--- config.mk ---
export PLATFORM = sky130hd
export DESIGN_NAME = fp32_add_sub_ftz_unit
export DESIGN_NICKNAME = d
export VERILOG_FILES = /design/src/sv/fpas_pkg.sv /design/src/sv/fpas_align.sv /design/src/sv/fpas_round.sv /design/src/sv/fp32_add_sub_ftz_unit.sv
export SDC_FILE = /design/constraint.sdc
export NUM_CORES = 1
export LEC_CHECK = 0
export BUFFER_PORTS_ARGS = -buffer_cell sky130_fd_sc_hd__buf_2
export CAP_MARGIN = 20
export CELL_PAD_IN_SITES_DETAIL_PLACEMENT = 1
export CELL_PAD_IN_SITES_GLOBAL_PLACEMENT = 1
export CORE_UTILIZATION = 40
export DETAILED_ROUTE_END_ITERATION = 8
export GPL_TIMING_DRIVEN = 0
export PLACE_DENSITY_LB_ADDON = 0.1
export SLEW_MARGIN = 10
export SYNTH_ARGS = -nofsm -noshare
export SYNTH_HDL_FRONTEND = slang
export SYNTH_SLANG_ARGS = --single-unit
--- constraint.sdc ---
create_clock -name clk -period 31.9 [get_ports clk]
set_input_delay 7.975 -clock clk [delete_from_list [all_inputs] [get_ports clk]]
set_output_delay 7.975 -clock clk [all_outputs]
set_load 0.02 [all_outputs]
--- src/sv/fpas_pkg.sv ---
// package for the fp32 add/sub unit: constants and shared types
`timescale 1ns / 1ps
package fpas_pkg;
  localparam logic [31:0] SIGN_BIT   = 32'h8000_0000;
  localparam logic [31:0] QNAN_CANON = 32'h7FC0_0000;
  localparam logic [22:0] FRAC_MASK  = 23'h7F_FFFF;
  localparam logic [7:0]  EXP_MAX    = 8'hFF;
  localparam logic [31:0] INF_BITS   = 32'h7F80_0000;

  typedef struct packed {
    logic        special;   // result already fixed (nan, inf, zero)
    logic [31:0] special_bits;
    logic        sign;
    logic [8:0]  exp;
    logic [27:0] sum;       // aligned sum with guard, round, sticky
  } fpas_align_t;
endpackage

--- src/sv/fpas_align.sv ---
// swap, alignment shift and mantissa add/subtract
`timescale 1ns / 1ps
module fpas_align
  import fpas_pkg::*;
(
  input  logic [31:0] a,
  input  logic [31:0] b,
  output fpas_align_t res
);
  logic        sa, sb, swap, nan_a, nan_b, inf_a, inf_b;
  logic [7:0]  ea, eb, el, es;
  logic [23:0] ma, mb, ml, mss;
  logic        sl, ss;
  logic [7:0]  d;
  logic [26:0] xb, xbs, lostmask;
  logic [27:0] s;

  always_comb begin
    sa = a[31]; sb = b[31];
    nan_a = (a[30:23] == EXP_MAX) && (a[22:0] != 23'd0);
    nan_b = (b[30:23] == EXP_MAX) && (b[22:0] != 23'd0);
    inf_a = (a[30:23] == EXP_MAX) && (a[22:0] == 23'd0);
    inf_b = (b[30:23] == EXP_MAX) && (b[22:0] == 23'd0);
    ea = (a[30:23] == 8'd0) ? 8'd1 : a[30:23];
    eb = (b[30:23] == 8'd0) ? 8'd1 : b[30:23];
    ma = {(a[30:23] != 8'd0), a[22:0]};
    mb = {(b[30:23] != 8'd0), b[22:0]};
    swap = (ea < eb) || ((ea == eb) && (ma < mb));
    el = swap ? eb : ea;  es = swap ? ea : eb;
    ml = swap ? mb : ma;  mss = swap ? ma : mb;
    sl = swap ? sb : sa;  ss = swap ? sa : sb;
    d  = el - es;
    xb = {mss, 3'b000};
    if (d >= 8'd27) begin
      xbs = {26'd0, (xb != 27'd0)};
    end else begin
      lostmask = ~(27'h7FF_FFFF << d[4:0]);
      xbs = (xb >> d[4:0]) | {26'd0, ((xb & lostmask) != 27'd0)};
    end
    lostmask = ~(27'h7FF_FFFF << d[4:0]);
    s = (sl == ss) ? ({1'b0, ml, 3'b000} + {1'b0, xbs})
                   : ({1'b0, ml, 3'b000} - {1'b0, xbs});
    res.sign = sl;
    res.exp  = {1'b0, el};
    res.sum  = s;
    res.special = 1'b1;
    res.special_bits = 32'd0;
    if (nan_a || nan_b) res.special_bits = QNAN_CANON;
    else if (inf_a && inf_b) res.special_bits = (sa != sb) ? QNAN_CANON : a;
    else if (inf_a) res.special_bits = a;
    else if (inf_b) res.special_bits = b;
    else if (s == 28'd0) res.special_bits = (sa & sb) ? SIGN_BIT : 32'd0;
    else res.special = 1'b0;
  end
endmodule

--- src/sv/fpas_round.sv ---
// normalize, round to nearest even, flush and overflow
`timescale 1ns / 1ps
module fpas_round
  import fpas_pkg::*;
(
  input  fpas_align_t in_r,
  output logic [31:0] bits
);
  logic [27:0] s, sh;
  logic [8:0]  e;
  logic [4:0]  lz, lim, amt;
  logic [2:0]  low3;
  logic [24:0] m;
  logic        found;

  always_comb begin
    s = in_r.sum;
    e = in_r.exp;
    lz = 5'd0; found = 1'b0;
    for (int i = 26; i >= 0; i--) begin
      if (!found && s[i]) begin
        found = 1'b1;
        lz = 5'(26 - i);
      end
    end
    lim = (e > 9'd27) ? 5'd26 : 5'(e - 9'd1);
    amt = (lz < lim) ? lz : lim;
    if (s[27]) begin
      sh = (s >> 1) | {27'd0, s[0]};
      e  = e + 9'd1;
    end else begin
      sh = s << amt;
      e  = e - {4'd0, amt};
    end
    low3 = sh[2:0];
    m = {1'b0, sh[26:3]};
    if (low3 > 3'd4 || (low3 == 3'd4 && m[0])) m = m + 25'd1;
    if (m[24]) begin
      m = m >> 1;
      e = e + 9'd1;
    end
    if (in_r.special)              bits = in_r.special_bits;
    else if (e >= {1'b0, EXP_MAX}) bits = {in_r.sign, 31'd0} | INF_BITS;
    else if (!m[23])               bits = {in_r.sign, 31'd0};
    else                           bits = {in_r.sign, e[7:0], m[22:0] & FRAC_MASK};
  end
endmodule

--- src/sv/fp32_add_sub_ftz_unit.sv ---
// top level of the binary32 add/subtract unit with flush to zero
`timescale 1ns / 1ps
// usage:
//  - drive in_req_type, in_operand_a, in_operand_b and pulse start; a request
//    is taken at each rising edge with start high (busy is always low)
//  - in_req_type 0 adds, 1 subtracts operand b from operand a
//  - align/add works on the input ports and feeds the pipeline register,
//    normalize/round feeds the result register
//  - throughput is one request per cycle, both stages take a new request
//    every cycle and nothing stalls
//  - out_valid strobes for one cycle with out_sum_bits; the receiver
//    cannot stall, so every result must be taken when shown
//  - nan inputs give 0x7FC00000, subnormal results flush to signed zero
//  - reset (rst_n low, synchronous) clears the valid pipeline only
module fp32_add_sub_ftz_unit
  import fpas_pkg::*;
(
  input  logic        clk,
  input  logic        rst_n,
  input  logic        start,
  output logic        busy,
  input  logic        in_req_type,
  input  logic [31:0] in_operand_a,
  input  logic [31:0] in_operand_b,
  output logic        out_valid,
  output logic [31:0] out_sum_bits
);
  logic        v1_r, v2_r;
  fpas_align_t al, al_r;
  logic [31:0] rnd;

  assign busy = 1'b0;

  // stage 1: operand decode, swap, align, add
  fpas_align u_align (
    .a   (in_operand_a),
    .b   (in_operand_b ^ (in_req_type ? SIGN_BIT : 32'd0)),
    .res (al)
  );

  // stage 2: normalize and round
  fpas_round u_round (.in_r(al_r), .bits(rnd));

  always_ff @(posedge clk) begin
    if (!rst_n) begin
      v1_r <= 1'b0;
      v2_r <= 1'b0;
    end else begin
      v1_r <= start;
      v2_r <= v1_r;
    end
    al_r         <= al;
    out_sum_bits <= rnd;
  end

  assign out_valid = v2_r;

  // every request yields exactly one result
  a_lat: assert property (@(posedge clk) disable iff (!rst_n)
    start |=> ##1 out_valid) else $error("missing result");
  a_nores: assert property (@(posedge clk) disable iff (!rst_n)
    !start |=> ##1 !out_valid) else $error("spurious result");
  a_nbusy: assert property (@(posedge clk) !busy) else $error("busy raised");
endmodule

## Word-level counts from Yosys, hierarchy flattened

Cells that the tools add are included.

- Flip-flop bits (word level): 104
- Word-level logic and storage cells: 192
- Input port bits: 68

- Bitwise logic cells: 6
- Order comparisons: 7
- Equality and inequality tests: 6
- Shift-type cells: 3
- Reductions and logical operators: 74
- Muxes and demuxes: 80
- Add/sub/neg operators: 8

Operators with widths:

| cell | number |
|---|---|
| $mux W32 | 8 |
| $mux W5 | 27 |
| $mux W24 | 3 |
| $mux W31 | 2 |
| $mux W27 | 2 |
| $or A27 B1 Y27 | 2 |
| $logic_not A23 Y1 | 2 |
| $reduce_bool A23 Y1 | 2 |
| $logic_and A1 B1 Y1 | 33 |
| $mux W8 | 4 |
| $xor A32 B32 Y32 | 1 |
| $mux W1 | 30 |
| $add A27 B27 Y28 | 1 |
| $logic_not A28 Y1 | 1 |
| $mux W28 | 1 |
| $shl A28 B5 Y27 | 1 |
| $sub A27 B27 Y28 | 1 |
| $and A27 B27 Y27 | 1 |
| $not A27 Y27 | 1 |
| $reduce_bool A27 Y1 | 1 |
| $shl A27 B5 Y27 const A | 1 |
| $shr A27 B5 Y27 | 1 |
| $logic_not A1 Y1 | 26 |
| $add A24 B1 Y25 const B | 1 |
| other kinds (25) | 31 |

## Logic depth before layout (Yosys ltp)

- Depth in word-level cells: 91
- Gate-level depth with buffers: 51

## Modules after synthesis

A second synthesis with hierarchy kept.

- Cell total of the unflattened synthesis: 2114
- Area total of the unflattened synthesis: 15270.9 µm²

By module, submodules not included:

| module | instances | area each (µm²) | cells each |
|---|---|---|---|
| fpas_align | 1 | 8535.7 | 1329 |
| fpas_round | 1 | 4600.7 | 675 |
| fp32_add_sub_ftz_unit | 1 | 2134.5 | 110 |

## Worst setup path after synthesis

Ideal clock, no wire load.

- Path type: input to register
- Start: input port in_operand_b[26]
- End: register al_r[69] (netlist name)
- Stages on the path: 47
- Arrival: 18.022 ns
- Path slack: 13.791 ns
- Cells stage by stage: or4_1 > nor2_1 > or2_2 > ha_1 > clkbuf_1 > nand4b_1 > a2111oi_0 > o221a_2 > o31ai_2 > o21ai_4 > buf_2 > buf_2 > buf_1 > a21oi_1 > ha_1 > or4_1 > and3_1 > clkbuf_1 > [... 11 more ...] > ha_1 > nand2b_1 > a21oi_1 > o21bai_1 > a21oi_1 > o211ai_1 > a21oi_1 > o2111ai_1 > a211o_1 > a311oi_1 > a211o_1 > mux2_2 > mux2i_1 > or4b_2 > nor2_1 > or4b_1 > or4_1 > o31ai_1

RTL lines:

| item | line | RTL |
|---|---|---|
| start: declaration | fp32_add_sub_ftz_unit.sv:24 | `input logic [31:0] in_operand_b,` |
| end signal: assignment | fp32_add_sub_ftz_unit.sv:52 | `al_r <= al;` |
| end: declaration | fp32_add_sub_ftz_unit.sv:29 | `fpas_align_t al, al_r;` |

==> summary.md <==
| Metric | Value |
|---|---|
| Status | `finished clean` |
| Detailed Route Iter0 Violations | `approximately 1000` |
| Synthesized area per cell | `around 7.4 µm²` |
| WP data arrival | `between 20 and 25 ns` |
| Fin nets | `2189` |
| Final worst setup slack | `about 9.3 ns` |
| Max Buffers Root-to-Sink | `2` |
| First-pass GRT wire length | `92190 µm` |
| GR Overflow Total | `0` |
| Top Family by Delay on Critical Path | `simple AND/OR/NAND/NOR gates` |
| Initial antenna violation count | `0` |
| Final period utilization | `0.7098` |
| Final setup fails | `0` |
| Crit Path Class | `input pin to flop` |
| DP Area | `15050 µm²` |
| Pin count of the biggest net entering global routing | `20` |
| Total wire length | `58860 µm` |
| Gr usage total | `0.3313` |
| # Max-Cap Violations | `0` |
| Fillers | `4340` |
| Via density | `6.298` |
| WP data required | `between 30 and 40 ns` |
| Top_reg_cell synth | `dfxtp_1` |
| I/O pin total | `102` |
| WHS Path Cells | `1` |
| Simple-gate share of the synthesized area | `0.2392` |
| Syn Inst Count | `between 1500 and 2000` |
| Worst-Margin Slew | `about 1.0 ns` |
| Antenna Nets Post-Route | `0` |
| Fin Setup TNS | `0 ns` |
| Netlist Area Pre-Place | `13900 µm²` |
| Critical Path Stages | `48` |
| FF-to-FF path depth | `29` |
| H-tree levels | `3` |
| Initial Util | `0.4105` |
| RSZ-0062 raised after global routing | `false` |
| Final Hold Viols | `0` |
| Warnings from Yosys | `0` |
| Root Driver | `clkbuf_16` |
| Post-synthesis mux area share | `0.1376` |
| Startpoint Class | `input pin` |
| Die span in y | `around 190 µm` |
| Max FO, Critical Path | `10` |
| Post-route cell area | `roughly 15000 µm²` |
| XOR/XNOR Fraction of Synth Area | `0.03591` |
| Post-synth EDFFs | `0` |
| Pwr/cell area | `approximately 63 nW/µm²` |
| Post-Synth Adder-Cell Area | `0.09287` |
| CTS tree | `built` |
| DRC | `0` |
| CP bufs+invs | `8` |
| Synth unique cells | `100` |
| Die width | `between 150 and 200 µm` |
| Die area | `about 36000 µm²` |
| Slew Viols, Final | `0` |
| Synth async-reset ratio | `0` |
| Setup crit end kind | `flop` |
| Proportion of layout cells with a drive suffix above 1 | `0.1161` |
| Leak | `between 6 and 7 nW` |
| Maximum vdd drop | `54.99 µV` |
| Worst hold path class | `flop to flop` |
| Clock sink count | `about 100` |
| Synthesized flop and latch total | `~100` |
| Worst Hold Slack | `between 0.4 and 0.5 ns` |
| HPWL after DPL | `between 40000 and 50000 µm` |
| Min cycle time layout | `between 20 and 25 ns` |
| Routed length per instance | `23.81 µm` |
| Post-CTS setup buffers | `0` |
| Final Total Pwr | `just under 1 mW` |
| Area Overhead vs Synth | `10.35%` |
| Fmax | `~44 MHz` |
| TritonCTS buffer count | `9` |
| Register area share after synthesis | `0.1497` |
| Ant. Diodes | `0` |
| Row Count | `67` |
| Compound-Gate Fraction of Synth Area | `0.2764` |
| Port Buf Inserts | `100` |
| # resized after CTS | `0` |
| Rel. slew slack | `0.3071` |
| Vias in the first global route | `approximately 16000` |
| Max incr delay on CP | `0.77 ns` |
| Via count | `between 15000 and 20000` |
| # hold bufs at CTS | `0` |
| Worst Clk Skew | `between 0.008 and 0.009 ns` |
| Main combinational cell family by area after synthesis | `compound AO/OA/AOI/OAI gates` |
| Slowest cell on crit path | `a2111oi_1` |
| Core Footprint | `approximately 34000 µm²` |
| Worst skew pair latency | `0.37 ns` |
| GPL Wtd Cong | `slightly below 1` |
| Placement Setup Slack | `roughly 9 ns` |
| DRT Pass-1 Iters | `8` |
| Clk slew on worst S/H paths | `0.08 ns` |
[cell type report]
class | instances | area (µm²) | area share
multi-input cells | 1570 | 10960 | 0.7143
flip-flops and latches | 104 | 2082 | 0.1357
well taps | 448 | 560.5 | 0.03654
repair buffers | 101 | 505.5 | 0.03295
plain buffers | 114 | 499.2 | 0.03254
inverters | 119 | 446.7 | 0.02911
clock buffers | 10 | 229.0 | 0.01492
clock inverters | 6 | 60.06 | 0.003915
[registers in the layout, summed over array words and instances, names as in the netlist]
signal and flops:
v1_r 1, al_r 70, out_valid 1, out_sum_bits 32
[placed cells by master, fill, tap and decap left out, drive strengths merged, types with 22 or more instances in the layout]
cell    count
nand2     208
nor2      149
buf       140
a21oi     120
inv       119
o21ai     111
mux2i     109
dfxtp     104
ha        100
clkbuf     85
nand3      54
nor3       47
a211oi     41
o211ai     36
xnor2      35
nor2b      30
nand4      28
mux2       27
mux4       23
conb       23
xor2       22
[cell families after synthesis]
logic type	after synthesis
AOI/OAI and AO/OA	556
xor gates and xnor gates	57
muxes	159
DFF	104
buffers and inverters	233
and+or+nand+nor	673
other	1
adders and majority gates	102
[through the flow]
step	instances	utilization
after floorplan	1907	-
after global placement	2455	0.4443
after detailed placement	2456	0.4445
after CTS	2472	0.4530
after global routing	2472	0.4530
final	2472	0.4530
[worst register-to-register path, delay by kind of cell, from the launching register on]
| family | cells | cell delay [ns] |
|---|---|---|
| flip-flops | 1 | 0.30 |
| XOR/XNOR | 1 | 0.18 |
| adder cells (fa/ha/maj) | 3 | 0.93 |
| AO/OA/AOI/OAI | 13 | 2.75 |
| buffers and inverters | 4 | 1.61 |
| AND/OR/NAND/NOR | 7 | 2.56 |
| multiplexers | 1 | 0.30 |
[metal layers]
layer,GRT usage,part of all wire,up-vias
met1,0.3985,0.42,7697
met4,0.1672,0.053,0
li1,-,-,7228
met2,0.5915,0.49,506
met5,0,0,-
met3,0.02384,0.042,137
[where the power goes]
| group | internal [mW] | switching, mW | leakage, nW |
|---|---|---|---|
| Sequential | 0.165 | 0.0291 | 0.870 |
| Combinational | 0.241 | 0.423 | 5.62 |
| Clock | 0.0548 | 0.0545 | 0.134 |
| Total | 0.461 | 0.507 | 6.62 |
[cell usage after synthesis, types with 21 or more instances]
library cell  instances  share of area
nor3_1               44          0.016
clkbuf_1             75          0.020
nand2b_1             21         0.0094
inv_1               115          0.031
mux4_2               23          0.037
a21o_1               21          0.011
xor2_1               22          0.014
xnor2_1              35          0.022
o211ai_1             36          0.019
nand2_1             208          0.056
nand4_1              28          0.013
o21ai_0             106          0.038
dfxtp_1             104           0.15
a211oi_1             39          0.021
nor2b_1              30          0.013
nor2_1              148          0.040
a21oi_1             119          0.043
ha_1                100          0.090
mux2_2               27          0.022
mux2i_1             109          0.078
nand3_1              53          0.019
[worst paths after layout]
check	from	to	slack (ns)
setup reg to reg	al_r[17]$_DFF_P_	out_sum_bits[30]$_DFF_P_	23.10
setup / recovery	in_operand_b[26]	al_r[70]$_SDFF_PP1_	9.26
hold / removal	v1_r$_SDFF_PN0_	out_valid$_SDFF_PN0_	0.44
hold reg to reg	v1_r$_SDFF_PN0_	out_valid$_SDFF_PN0_	0.44
Power figures use the tool's default switching activity.
